### config.mk
export PLATFORM = sky130hd
export DESIGN_NAME = octant_atan2_binary_angle
export DESIGN_NICKNAME = d
export VERILOG_FILES = /design/src/rtl/core/oab_pkg.sv /design/src/rtl/core/oab_div.sv /design/src/rtl/core/oab_search.sv /design/src/rtl/core/octant_atan2_binary_angle.sv
export SDC_FILE = /design/constraint.sdc
export NUM_CORES = 1
export LEC_CHECK = 0
export BUFFER_PORTS_ARGS = -buffer_cell sky130_fd_sc_hd__buf_2
export CAP_MARGIN = 25
export CELL_PAD_IN_SITES_DETAIL_PLACEMENT = 1
export CELL_PAD_IN_SITES_GLOBAL_PLACEMENT = 1
export CORE_MARGIN = 10
export CORE_UTILIZATION = 47
export DETAILED_ROUTE_END_ITERATION = 7
export GPL_ROUTABILITY_DRIVEN = 0
export HOLD_SLACK_MARGIN = 0.03
export PLACE_DENSITY = 0.92
export SYNTH_ARGS = -nofsm -noshare
export SYNTH_HDL_FRONTEND = slang
export SYNTH_SLANG_ARGS = --single-unit
### constraint.sdc
create_clock -name clk_i -period 5 [get_ports clk_i]
set_input_delay 1 -clock clk_i [delete_from_list [all_inputs] [get_ports clk_i]]
set_output_delay 1 -clock clk_i [all_outputs]
set_load 0.02 [all_outputs]
### src/rtl/core/oab_pkg.sv
// Shared types, constants and the tangent table for the octant atan2 block.
// Used by oab_div, oab_search and octant_atan2_binary_angle; depends on nothing.
package oab_pkg;

  localparam int CompW   = 32;          // width of one vector component
  localparam int MagW    = 32;          // magnitude width, 2^31 still fits unsigned
  localparam int QuoW    = 14;          // ratio min/max scaled by 8192, at most 8192
  localparam int IdxW    = 6;           // table index 0..32
  localparam int AngW    = 8;           // binary angle width

  localparam logic [IdxW-1:0] TabLast = 6'd32;

  localparam logic [AngW-1:0] AngPosX = 8'd0;
  localparam logic [AngW-1:0] AngPosY = 8'd64;
  localparam logic [AngW-1:0] AngNegX = 8'd128;
  localparam logic [AngW-1:0] AngNegY = 8'd192;

  // Divider status toward the control
  typedef struct packed {
    logic            done;
    logic [QuoW-1:0] quo;
  } div_res_t;

  // Table search status toward the control
  typedef struct packed {
    logic            done;
    logic [IdxW-1:0] idx;
  } srch_res_t;

  // Entry i is trunc(tan(2*pi*i/256) * 8192)
  function automatic logic [QuoW-1:0] tan_entry(input logic [IdxW-1:0] i);
    logic [QuoW-1:0] v;
    case (i)
      6'd0:    v = 14'd0;
      6'd1:    v = 14'd201;
      6'd2:    v = 14'd402;
      6'd3:    v = 14'd604;
      6'd4:    v = 14'd806;
      6'd5:    v = 14'd1010;
      6'd6:    v = 14'd1215;
      6'd7:    v = 14'd1421;
      6'd8:    v = 14'd1629;
      6'd9:    v = 14'd1839;
      6'd10:   v = 14'd2051;
      6'd11:   v = 14'd2267;
      6'd12:   v = 14'd2485;
      6'd13:   v = 14'd2706;
      6'd14:   v = 14'd2931;
      6'd15:   v = 14'd3160;
      6'd16:   v = 14'd3393;
      6'd17:   v = 14'd3631;
      6'd18:   v = 14'd3874;
      6'd19:   v = 14'd4123;
      6'd20:   v = 14'd4378;
      6'd21:   v = 14'd4640;
      6'd22:   v = 14'd4910;
      6'd23:   v = 14'd5187;
      6'd24:   v = 14'd5473;
      6'd25:   v = 14'd5769;
      6'd26:   v = 14'd6075;
      6'd27:   v = 14'd6393;
      6'd28:   v = 14'd6723;
      6'd29:   v = 14'd7066;
      6'd30:   v = 14'd7424;
      6'd31:   v = 14'd7799;
      default: v = 14'd8192;
    endcase
    return v;
  endfunction

endpackage

### src/rtl/core/oab_div.sv
// Bit-serial restoring divider: (num * 8192) / den, one quotient bit per cycle.
// Depends on oab_pkg. Expects num <= den and den != 0.
module oab_div (
  input  logic                     clk_i,
  input  logic                     rst_ni,
  input  logic                     start_i,
  input  logic [oab_pkg::MagW-1:0] num_i,
  input  logic [oab_pkg::MagW-1:0] den_i,
  output oab_pkg::div_res_t        res_o
);
  import oab_pkg::*;

  localparam logic [3:0] CntInit = 4'(QuoW - 1);

  logic [MagW:0]   rem_q, rem_d;
  logic [MagW-1:0] den_q;
  logic [QuoW-1:0] quo_q;
  logic [3:0]      cnt_q;
  logic            busy_q;
  logic            done_q;
  logic [MagW+1:0] diff;
  logic            ge;
  logic [MagW:0]   rem_keep;

  // Trial subtract of the divisor from the partial remainder
  always_comb begin
    diff     = {1'b0, rem_q} - {2'b00, den_q};
    ge       = ~diff[MagW+1];
    rem_keep = ge ? diff[MagW:0] : rem_q;
    rem_d    = {rem_keep[MagW-1:0], 1'b0};
  end

  // Control: count the quotient bits
  always_ff @(posedge clk_i or negedge rst_ni) begin
    if (!rst_ni) begin
      busy_q <= 1'b0;
      done_q <= 1'b0;
      cnt_q  <= '0;
    end else begin
      done_q <= 1'b0;
      if (start_i) begin
        busy_q <= 1'b1;
        cnt_q  <= CntInit;
      end else if (busy_q) begin
        cnt_q <= cnt_q - 4'd1;
        if (cnt_q == 4'd0) begin
          busy_q <= 1'b0;
          done_q <= 1'b1;
        end
      end
    end
  end

  // Datapath: shift the remainder and the quotient bits
  always_ff @(posedge clk_i) begin
    if (start_i) begin
      rem_q <= {1'b0, num_i};
      den_q <= den_i;
    end else if (busy_q) begin
      rem_q <= rem_d;
      quo_q <= {quo_q[QuoW-2:0], ge};
    end
  end

  assign res_o.done = done_q;
  assign res_o.quo  = quo_q;

endmodule

### src/rtl/core/oab_search.sv
// Serial scan of the tangent table, one entry per cycle, for the first
// entry not below the ratio. Depends on oab_pkg.
module oab_search (
  input  logic                     clk_i,
  input  logic                     rst_ni,
  input  logic                     start_i,
  input  logic [oab_pkg::QuoW-1:0] ratio_i,
  output oab_pkg::srch_res_t       res_o
);
  import oab_pkg::*;

  logic [QuoW-1:0] ratio_q;
  logic [IdxW-1:0] idx_q;
  logic            busy_q;
  logic            done_q;
  logic            hit;

  // Stop at the last entry or at the first entry that covers the ratio
  assign hit = (idx_q == TabLast) || (ratio_q <= tan_entry(idx_q));

  // Advance the index until a hit
  always_ff @(posedge clk_i or negedge rst_ni) begin
    if (!rst_ni) begin
      busy_q <= 1'b0;
      done_q <= 1'b0;
      idx_q  <= '0;
    end else begin
      done_q <= 1'b0;
      if (start_i) begin
        busy_q <= 1'b1;
        idx_q  <= '0;
      end else if (busy_q) begin
        if (hit) begin
          busy_q <= 1'b0;
          done_q <= 1'b1;
        end else begin
          idx_q <= idx_q + 6'd1;
        end
      end
    end
  end

  // Hold the ratio for the scan
  always_ff @(posedge clk_i) begin
    if (start_i) begin
      ratio_q <= ratio_i;
    end
  end

  assign res_o.done = done_q;
  assign res_o.idx  = idx_q;

endmodule

### src/rtl/core/octant_atan2_binary_angle.sv
// Direction of a signed (x, y) vector as an 8-bit binary angle.
// Depends on oab_pkg, oab_div and oab_search.
//
// Usage:
//   Input channel: vec_x_i, vec_y_i, fallback_angle_i with in_valid_i and
//   in_stall_o; a request is taken at a clock edge with valid high and
//   stall low. Output channel: angle_o with out_valid_o and out_stall_i.
//   One request is worked on at a time; in_stall_o is high while it is.
//   A vector on an axis, or the zero vector, goes from acceptance straight
//   to the hand-off state. Any other vector goes through the bit-serial
//   divider, then the one-entry-per-cycle table scan, which stops at the
//   table index found (0..32), plus control and output stages.
//   A finished angle sits in the output register while the receiver
//   stalls; the next request is accepted meanwhile, and its own result
//   waits in the control until the output register is taken.
//   Reset (rst_ni low, asynchronous) drops any request in flight and
//   clears out_valid_o.
module octant_atan2_binary_angle (
  input  logic                            clk_i,
  input  logic                            rst_ni,
  input  logic signed [oab_pkg::CompW-1:0] vec_x_i,
  input  logic signed [oab_pkg::CompW-1:0] vec_y_i,
  input  logic [oab_pkg::AngW-1:0]        fallback_angle_i,
  input  logic                            in_valid_i,
  output logic                            in_stall_o,
  output logic [oab_pkg::AngW-1:0]        angle_o,
  output logic                            out_valid_o,
  input  logic                            out_stall_i
);
  import oab_pkg::*;

  localparam logic [1:0] StIdle = 2'd0;
  localparam logic [1:0] StDiv  = 2'd1;
  localparam logic [1:0] StSrch = 2'd2;
  localparam logic [1:0] StFin  = 2'd3;

  logic [1:0]      state_q, state_d;
  logic            xneg_q, yneg_q, xgt_q;
  logic [AngW-1:0] ans_q, ans_d;
  logic [AngW-1:0] angle_q;
  logic            out_valid_q;

  logic            accept;
  logic            xneg, yneg, xzero, yzero, axis;
  logic [MagW-1:0] ax, ay, num, den;
  logic            xgt;
  logic [AngW-1:0] axis_ang;
  logic [AngW-1:0] idx_ext;
  logic [AngW-1:0] fold_ang;
  logic            out_free;
  logic            div_start, srch_start;
  div_res_t        div_res;
  srch_res_t       srch_res;

  assign accept   = in_valid_i && (state_q == StIdle);
  assign out_free = !out_valid_q || !out_stall_i;

  // Magnitudes and octant of the incoming request
  always_comb begin
    xneg  = vec_x_i[CompW-1];
    yneg  = vec_y_i[CompW-1];
    xzero = (vec_x_i == '0);
    yzero = (vec_y_i == '0);
    axis  = xzero || yzero;
    ax    = xneg ? (~vec_x_i + 32'd1) : vec_x_i;
    ay    = yneg ? (~vec_y_i + 32'd1) : vec_y_i;
    xgt   = (ax > ay);
    num   = xgt ? ay : ax;
    den   = xgt ? ax : ay;
    if (xzero && yzero) begin
      axis_ang = fallback_angle_i;
    end else if (yzero) begin
      axis_ang = xneg ? AngNegX : AngPosX;
    end else begin
      axis_ang = yneg ? AngNegY : AngPosY;
    end
  end

  // Fold the table index by octant, wrapping modulo 256
  always_comb begin
    idx_ext = {2'b00, srch_res.idx};
    case ({xneg_q, yneg_q})
      2'b00:   fold_ang = xgt_q ? idx_ext : (AngPosY - idx_ext);
      2'b01:   fold_ang = xgt_q ? (AngPosX - idx_ext) : (AngNegY + idx_ext);
      2'b10:   fold_ang = xgt_q ? (AngNegX - idx_ext) : (AngPosY + idx_ext);
      default: fold_ang = xgt_q ? (AngNegX + idx_ext) : (AngNegY - idx_ext);
    endcase
  end

  assign div_start  = accept && !axis;
  assign srch_start = (state_q == StDiv) && div_res.done;

  oab_div u_div (
    .clk_i   (clk_i),
    .rst_ni  (rst_ni),
    .start_i (div_start),
    .num_i   (num),
    .den_i   (den),
    .res_o   (div_res)
  );

  oab_search u_search (
    .clk_i   (clk_i),
    .rst_ni  (rst_ni),
    .start_i (srch_start),
    .ratio_i (div_res.quo),
    .res_o   (srch_res)
  );

  // Sequence one request through divide, scan and hand-off; axis and zero vectors go straight to hand-off
  always_comb begin
    state_d = state_q;
    ans_d   = ans_q;
    case (state_q)
      StIdle: begin
        if (accept) begin
          if (axis) begin
            ans_d   = axis_ang;
            state_d = StFin;
          end else begin
            state_d = StDiv;
          end
        end
      end
      StDiv: begin
        if (div_res.done) begin
          state_d = StSrch;
        end
      end
      StSrch: begin
        if (srch_res.done) begin
          ans_d   = fold_ang;
          state_d = StFin;
        end
      end
      default: begin
        if (out_free) begin
          state_d = StIdle;
        end
      end
    endcase
  end

  // Control state and output valid
  always_ff @(posedge clk_i or negedge rst_ni) begin
    if (!rst_ni) begin
      state_q     <= StIdle;
      out_valid_q <= 1'b0;
    end else begin
      state_q <= state_d;
      if ((state_q == StFin) && out_free) begin
        out_valid_q <= 1'b1;
      end else if (!out_stall_i) begin
        out_valid_q <= 1'b0;
      end
    end
  end

  // Payload: octant flags, pending angle, output register
  always_ff @(posedge clk_i) begin
    if (accept) begin
      xneg_q <= xneg;
      yneg_q <= yneg;
      xgt_q  <= xgt;
    end
    ans_q <= ans_d;
    if ((state_q == StFin) && out_free) begin
      angle_q <= ans_q;
    end
  end

  assign in_stall_o  = (state_q != StIdle);
  assign angle_o     = angle_q;
  assign out_valid_o = out_valid_q;

`ifndef ASSERT_OFF
  a_div_done_in_div: assert property (@(posedge clk_i) disable iff (!rst_ni)
    div_res.done |-> (state_q == StDiv))
    else $error("divider finished outside the divide phase");

  a_srch_done_in_srch: assert property (@(posedge clk_i) disable iff (!rst_ni)
    srch_res.done |-> (state_q == StSrch))
    else $error("table scan finished outside the scan phase");

  a_axis_fast: assert property (@(posedge clk_i) disable iff (!rst_ni)
    (accept && axis) |=> (state_q == StFin))
    else $error("axis request did not go straight to hand-off");

  a_handoff: assert property (@(posedge clk_i) disable iff (!rst_ni)
    ((state_q == StFin) && out_free) |=> (out_valid_q && (angle_q == $past(ans_q))))
    else $error("finished angle not loaded into the output register");
`endif

endmodule

==> results by stage, run 1 <==
Synth:
- After synthesis, the share of flip-flops with an asynchronous set or reset is 13.2%.
- The synthesized net count is 1396.
- Summed over all instances, the cell type with the most area after synthesis is sky130_fd_sc_hd__edfxtp_1.
- The netlist area before placement is 0.0109 mm2.
- The number of different library cells used by synthesis comes to 81.
- The mean area per synthesized cell is 8.89 um2.
- For this run, the number of Yosys warnings is 0.
- The share of synthesized area in the top cell type comes to 30.6%.
- The most repeated cell in the gate-level netlist after synthesis is sky130_fd_sc_hd__a21oi_1.
- Ranked by total cell area, the synthesized netlist is headed by sky130_fd_sc_hd__edfxtp_1, sky130_fd_sc_hd__ha_1, sky130_fd_sc_hd__a21oi_1.
- The gate count of the mapped netlist is 1224.
- The synthesized design contains 129 register bits.
- The number of synthesized flops with an enable pin is 111.
- In the synthesized netlist the dominant register cell turns out to be sky130_fd_sc_hd__edfxtp_1.
- The sequential share of the synthesized area is 34.7%.
- By count the netlist is led by sky130_fd_sc_hd__a21oi_1, sky130_fd_sc_hd__edfxtp_1, sky130_fd_sc_hd__nor2_1, sky130_fd_sc_hd__nand2_1, sky130_fd_sc_hd__inv_1.

Route:
- The number of DRC violations after detailed-routing iteration 0 is 1832.
- The post-detailed-route count of antenna-violating nets is 0.
- The total via count after detailed routing is 12500.
- For this run, design rule violations remaining after detail routing come to 0.
- For this block, the routed nets add up to 56700 um of wire.
- The routed wirelength normalized by instance count is 33.1 um.
- The first detailed-routing pass ran for 6 iterations.
- Dividing the detail-routed via count by the number of cells gives 7.30.

Worst setup path:
- The critical setup path kind is in2reg.
- In this run the register-to-register setup slack is 290 ps.
- On the worst path, the slowest cell contributes a delay of 560 ps.
- The cell with the biggest individual delay on the critical path is sky130_fd_sc_hd__a21oi_1.
- Broken down by cell family, the worst path's largest delay share belongs to compound AO/OA/AOI/OAI gates.
- The worst setup path is launched from an input port.
- The length in cells of the worst reg-to-reg path is 15.
- The critical path goes through buf_2 > inv_1 > ha_1 > or3b_2 > nor3_2 > buf_4 > nand2_2 > o41ai_4 > xor2_1 > inv_1 > ha_1 > nand4_1 > nor4_2 > buf_4 > a311o_1 > o2bb2ai_2 > a21oi_4 > buf_4 > buf_12 > buf_4 > nor2_1 > a21oi_1.
- The endpoint arrival time on the critical path is 6300 ps.
- In this run the critical register-to-register path is captured at u_search.idx_q[5].
- The worst setup path startpoint is vec_x_i[0].
- In this run the critical register-to-register path is launched from u_search.idx_q[3].
- In this run the worst path has a maximum fanout of 7.
- The critical path buffer and inverter count is 8.
- The most frequent cell on the critical path is sky130_fd_sc_hd__buf_4.
- The worst endpoint required time is 5180 ps.
- STA classifies the critical path endpoint as a register.

Clock network:
- Clock tree synthesis selected as its root buffer the cell sky130_fd_sc_hd__clkbuf_16.
- The post-cts hold buffer count is 0.
- TritonCTS built the clock tree.
- Counting the buffers created by CTS gives 17.
- For this design, the sink count on the clock tree is 129.
- Clock-pin slew was measured on the worst setup and hold paths at 80 ps.
- The maximum clock insertion buffer count is 2.
- The clock reaches the later pin of the worst-skew pair after 480 ps.
- The clock tree synthesis step divided the H-tree into 4 levels.

Floorplan:
- The core area is 0.0227 mm2.
- The die outline height is 172 um.
- The initial core utilization is 47.9%.
- The total number of placement rows is 55.
- The floorplan step defined a die boundary enclosing 0.0296 mm2.
- The horizontal die dimension is 172 um.
- During I/O placement, the number of pins put on the boundary was 86.

Global route:
- The largest net degree at the start of global routing is 35.
- The via count of the first global-routing pass is 12600.
- The global-route wire length before repair is 73300 um.
- The initial antenna violation count is 3.
- Global routing used 32.6% of the available tracks across all layers.
- The final global-route overflow total is 0.

Worst hold path:
- The worst hold path class is reg2reg.
- The end point of the most critical hold path is u_search.ratio_q[13].
- Counting instances, the worst hold path has a depth of 0.
- The hold path startpoint is u_div.quo_q[13].

STA:
- The final sum of negative setup slack is -47540 ps.
- The number of setup violations in the final report is 79.
- The number of endpoints with negative hold slack in the final report is 0.
- The slew at the pin with the worst max-slew slack is 977 ps.
- The part of the cycle the worst path needs is 122%.
- Clock skew on the completed layout was measured at 16.6 ps.
- The final worst setup slack is -1110 ps.
- The normalized max-slew margin is 34.9%.
- Derived from the worst setup path, the maximum achievable clock frequency is 164 MHz.
- The count of final max-slew check failures came to 0.
- Setup repair after global routing could not meet its margin everywhere.
- The final period demand of the worst path is 6110 ps.

Pwr:
- The worst supply voltage drop on vdd is 255 uV.
- Summed over all cells, the static leakage comes to 5.92 nW.
- The power per cell area is 614 mW/mm2.

Layout:
- Compared with the post-synthesis result, the final layout area differs by 26.1%.
- The layout filler cell count is 2578.
- For this run, the post-layout net count is 1583.
- Cells with a size suffix above 1 make up 25.4% of the layout.
- After routing the design area is 0.0137 mm2.

Place:
- Input and output buffers added on the ports amount to 85.
- The total placed instance area is 0.0123 mm2.
- The HPWL after detailed placement is 30000 um.

Run status:
- The final reports fail on negative setup slack.
- The flow ran to the end, but the final reports show violations.

Flow run:
- The tool flagged a number of max-cap violations equal to 0.
==> power breakdown <==
| group | internal [W] | switching, W |
|---|---|---|
| clock | 0.000767 | 0.000646 |
| sequential | 0.00178 | 0.000273 |
| combinational | 0.00176 | 0.00319 |
==> layout make-up <==
class / count / area [um2] / area share [%]
Antenna cell: 3 / 7.51 / 0.0547
Clock buffer: 18 / 439 / 3.20
Clock inverter: 14 / 170 / 1.24
Inverter: 104 / 394 / 2.87
Multi-Input combinational cell: 937 / 6950 / 50.6
Sequential cell: 129 / 3780 / 27.5
Tap cell: 285 / 357 / 2.60
Timing Repair Buffer: 222 / 1630 / 11.9
==> sequential cells by signal, indices dropped and copies added (netlist names) <==
signal	cells
u_search.busy_q	1
u_div.den_q	32
out_valid_o	1
u_div.quo_q	14
u_search.done_q	1
u_div.busy_q	1
state_q	2
u_div.rem_q	33
xneg_q	1
yneg_q	1
u_div.done_q	1
u_search.idx_q	6
ans_q	8
angle_o	8
u_search.ratio_q	14
u_div.cnt_q	4
xgt_q	1
==> cells by family after synthesis <==
group / count (synthesis) / share of synthesized area, %
AO/OA/AOI/OAI: 353 / 20.9
multiplexers: 51 / 4.81
XOR/XNOR: 92 / 7.47
AND/OR/NAND/NOR: 345 / 15.2
buffers and inverters: 158 / 5.77
adder cells (fa/ha/maj): 96 / 11.1
flip-flops: 129 / 34.7
==> placed cells by master, fill, tap and decap left out, types with 58 or more instances in the layout <==
cell type,count
sky130_fd_sc_hd__buf_4,125
sky130_fd_sc_hd__a21oi_1,106
sky130_fd_sc_hd__edfxtp_1,111
sky130_fd_sc_hd__ha_1,94
sky130_fd_sc_hd__o21ai_0,58
sky130_fd_sc_hd__nand2_1,100
sky130_fd_sc_hd__buf_2,83
sky130_fd_sc_hd__nor2_1,85
sky130_fd_sc_hd__xor2_1,60
sky130_fd_sc_hd__inv_1,97
==> worst max path at each step <==
stage,depth (start not counted),end
floorplan,19,u_div.den_q[10]
global placement,16,u_div.rem_q[1]
detailed placement,21,u_div.rem_q[5]
CTS,18,u_div.rem_q[1]
global route,21,u_div.den_q[23]
finish,22,u_div.den_q[23]
==> through the flow <==
step           util (%)  cells  total power [W]  hold WS (ps)  setup WS [ps]
2_1_floorplan         -   1224          0.00475           400           36.3
3_3_place_gp       54.3   1655          0.00567           402           -188
3_5_place_dp       54.3   1655          0.00602           406           -570
4_1_cts            58.4   1700          0.00764           415          -5.21
5_1_grt            60.4   1712          0.00867           450          -1050
6_report           60.4   1712          0.00842           433          -1110
==> what timing repair did <==
action	in CTS	in global routing
pin swaps	8	12
gates resized for setup	28	93
gates cloned	3	2
setup endpoints to repair	46	65
buffers inserted	10	9
==> metal layers <==
| metal | routed length, um | vias up | GRT usage, % | part of all wire (%) |
|---|---|---|---|---|
| met2 | 25300 | 1198 | 53.6 | 45 |
| met4 | 5860 | 0 | 25.1 | 10 |
| met3 | 6820 | 500 | 10.8 | 12 |
| met5 | 0 | - | 0 | 0 |
| met1 | 18700 | 5932 | 33.8 | 33 |
| li1 | - | 4866 | - | - |
(Power assumes the default switching activity.)
==> run 2: changes to the inputs <==
==> constraint.sdc (replaced) <==
create_clock -name clk_i -period 5 [get_ports clk_i]
set_input_delay 0.25 -clock clk_i [delete_from_list [all_inputs] [get_ports clk_i]]
set_output_delay 0.25 -clock clk_i [all_outputs]
set_load 0.02 [all_outputs]
==> run 2 against run 1 <==
The flow now finishes without violations. Combinational power decreased by 18%. Power decreased by 13%. Non-clock buffer count decreased by 112. Worst hold slack got worse by 360 ps. First-iteration DRC count decreased by 38%. Critical endpoint is now u_div.rem_q[3]. Largest power group unchanged. Highest routed layer is now met5.
==> results by stage, run 2 (synthesis results as in run 1) <==
Clock network:
- The maximum clock insertion buffer count is 2 (unchanged).
- The clock network latency to the later pin of the worst-skew pair is 450 ps (-30 ps).
- The number of clock buffers inserted by TritonCTS came to 17 (unchanged).
- The tree is rooted in a sky130_fd_sc_hd__clkbuf_16.
- The clock-pin transition on the worst setup and hold timing paths is 60 ps (-20 ps).
- The clock sink total is 129 (unchanged).
- The H-tree depth reported by CTS is 4 (unchanged).
- TritonCTS built the clock tree.

Layout:
- The fraction of final layout cells sized beyond drive strength 1 was 12.8% (-13 points).
- In the layout the commonest cells are sky130_fd_sc_hd__a21oi_1, sky130_fd_sc_hd__edfxtp_1, sky130_fd_sc_hd__nor2_1.
- The register with the most flip-flops in the final layout is u_div.rem_q.
- The area taken by flip-flops and latches was 0.00378 mm2 (unchanged).
- The layout overhead on the synthesized area is 12.8%.
- The largest registers in the layout are u_div.rem_q x33, u_div.den_q x32.
- The library cell used most frequently in the layout, excluding fill and tap cells, is sky130_fd_sc_hd__a21oi_1.
- The layout filler cell count is 2639 (+2.4%).
- The flip-flop count of the largest register, all copies and words added is 33 (unchanged).
- The final-stage net count is 1471 (-7.1%).
- The area of combinational cells with multiple inputs was 0.00650 mm2 (-6.5%).

Worst setup path:
- The length in cells of the worst reg-to-reg path was 16 (+1).
- The critical setup path kind is in2reg.
- The most critical setup path has its startpoint at vec_x_i[0].
- The endpoint arrival time on the critical path is 5050 ps (-1250 ps).
- The critical path depth is 21 (-4.5%).
- The reg2reg setup slack is 630 ps (+340 ps).
- The worst endpoint required time is 5250 ps (+70 ps).
- The largest individual stage delay along the critical path comes from the cell sky130_fd_sc_hd__or3b_2.
- The worst setup path is captured at a register.
- The worst setup path is launched from an input port.
- The critical path buffer and inverter count came to 6 (-2).
- The most critical setup path has its endpoint at u_div.rem_q[3].
- The critical path goes through buf_2 > inv_1 > ha_1 > or3b_2 > nor3_1 > buf_4 > nand2_1 > o41ai_2 > xor2_1 > inv_1 > ha_1 > nand4_1 > nor4_2 > nand3_1 > o2bb2ai_1 > a21oi_4 > buf_12 > buf_12 > mux2i_1 > nor2_1 > a21oi_1.
- The critical path's top delay family is simple AND/OR/NAND/NOR gates.
- The endpoint of the lowest-slack register-to-register path is u_search.idx_q[2].
- The worst stage delay on the critical path was 510 ps (-50 ps).
- The largest fanout on the critical path is 42 (+35).
- The reg-to-reg startpoint is u_search.idx_q[0].

STA:
- The slew at the pin with the worst max-slew slack is 1040 ps (+67.2 ps).
- The final period demand of the worst path is 4800 ps (-1310 ps).
- The normalized max-slew margin came to 30.4% (-4.5 points).
- The number of endpoints with negative hold slack in the final report is 0 (unchanged).
- The setup skew after layout is 12.2 ps (-4.40 ps).
- The number of setup violations in the final report is 0 (-100%).
- The final worst setup slack is 199 ps (+1310 ps).
- Setup repair after global routing left no endpoint under its margin.
- The part of the cycle the worst path needs is 96.0% (-26 points).
- The final sum of negative setup slack was 0 ps (+47540 ps).
- The timing-limited maximum frequency is 208 MHz (+27%).
- The count of final max-slew check failures is 0 (unchanged).

Floorplan:
- The initial core utilization was 47.9% (unchanged).
- The area of the die came to 0.0296 mm2 (unchanged).
- The die outline height is 172 um (unchanged).
- The total number of placement rows is 55 (unchanged).
- The count of boundary I/O pins came to 86 (unchanged).
- The horizontal die dimension is 172 um (unchanged).
- The core area is 0.0227 mm2 (unchanged).

Route:
- The post-detailed-route count of antenna-violating nets is 0 (unchanged).
- The number of DRC violations after detailed-routing iteration 0 was 1136 (-38%).
- The count of unresolved DRC violations after routing came to 0 (unchanged).
- The average via count per standard cell was 6.48 (-11%).
- The total via count after detailed routing is 10400 (-17%).
- The routed wirelength normalized by instance count was 24.0 um (-28%).
- The overall routed net length is 38300 um (-32%).
- The detailed-routing iteration count for the pre-antenna-repair pass was 5 (-1).

Pwr:
- The power per cell area is 600 mW/mm2 (-2.3%).
- The leakage power figure is 5.30 nW (-11%).
- The worst supply voltage drop on vdd is 273 uV (+7.2%).

Global route:
- The initial antenna violation count is 2 (-1).
- The global-route wire length before repair is 58800 um (-20%).
- The via count of the first global-routing pass is 10600 (-16%).
- The final global-route overflow total is 0 (unchanged).
- The overall routing resource usage came to 25.3% (-7.2 points).
- The largest net degree at the start of global routing is 46 (+31%).

Flow run:
- The max-cap violation count came to 0 (unchanged).

Worst hold path:
- In this run the most critical hold path is launched from out_stall_i.
- The worst hold path class is in2reg.

Place:
- The HPWL after detailed placement is 27000 um (-9.9%).
- The number of port buffers is 85 (unchanged).
- The worst setup timing slack at the placement stage was 45.6 ps (+616 ps).

Run status:
- The run finished with clean final reports.
run 2: worst min-delay path by stage:
| stage | to | slack [ps] | depth (start not counted) |
|---|---|---|---|
| 2_1_floorplan | out_valid_o | -50 | 0 |
| 3_3_place_gp | u_search.idx_q[5] | 210 | 1 |
| 3_5_place_dp | u_search.idx_q[3] | 210 | 1 |
| 4_1_cts | out_valid_o | 70 | 3 |
| 5_1_grt | out_valid_o | 80 | 3 |
| 6_report | out_valid_o | 80 | 3 |
run 2: repair_timing:
item	CTS	global route
hold buffers	1	0
hold endpoints to repair	17	0
setup buffers	0	2
gates resized for setup	0	2
endpoints found under the setup margin	0	10
run 2: layout make-up:
class,count,area share [%]
antenna,1,0.0204
clock buffer,17,3.47
clock inverter,15,1.36
inverter,104,3.18
multi-input combinational,937,53.0
sequential,129,30.8
tap,285,2.91
timing repair buffer,110,5.30
run 2: power breakdown:
group / switching, W / internal, W
logic: 0.00254 / 0.00151
registers: 0.000220 / 0.00178
clock network: 0.000562 / 0.000749
run 2: through the flow:
stage	hold slack [ps]	instances	instance area, um2	utilization (%)	total power [W]
global route	79.1	1598	12300	54.0	0.00780
CTS	68.1	1594	12200	53.8	0.00727
detailed placement	208	1561	11600	51.2	0.00583
finish	76.3	1598	12300	54.0	0.00736
global placement	210	1561	11600	51.2	0.00557
floorplan	-45.6	1224	10900	-	0.00475
run 2: layer usage:
layer  share of wire [%]  track usage [%]  up-vias
met5               0.034                0        -
met4                 3.6             10.0        2
met1                  40             30.8     5102
met2                  49             43.6      499
li1                    -                -     4647
met3                 7.4             4.29      111
run 2: worst min-delay path: cells and delay by family:
kind	cells	cell delay (ps)
buffers and inverters	1	70
and+or+nand+nor	2	160
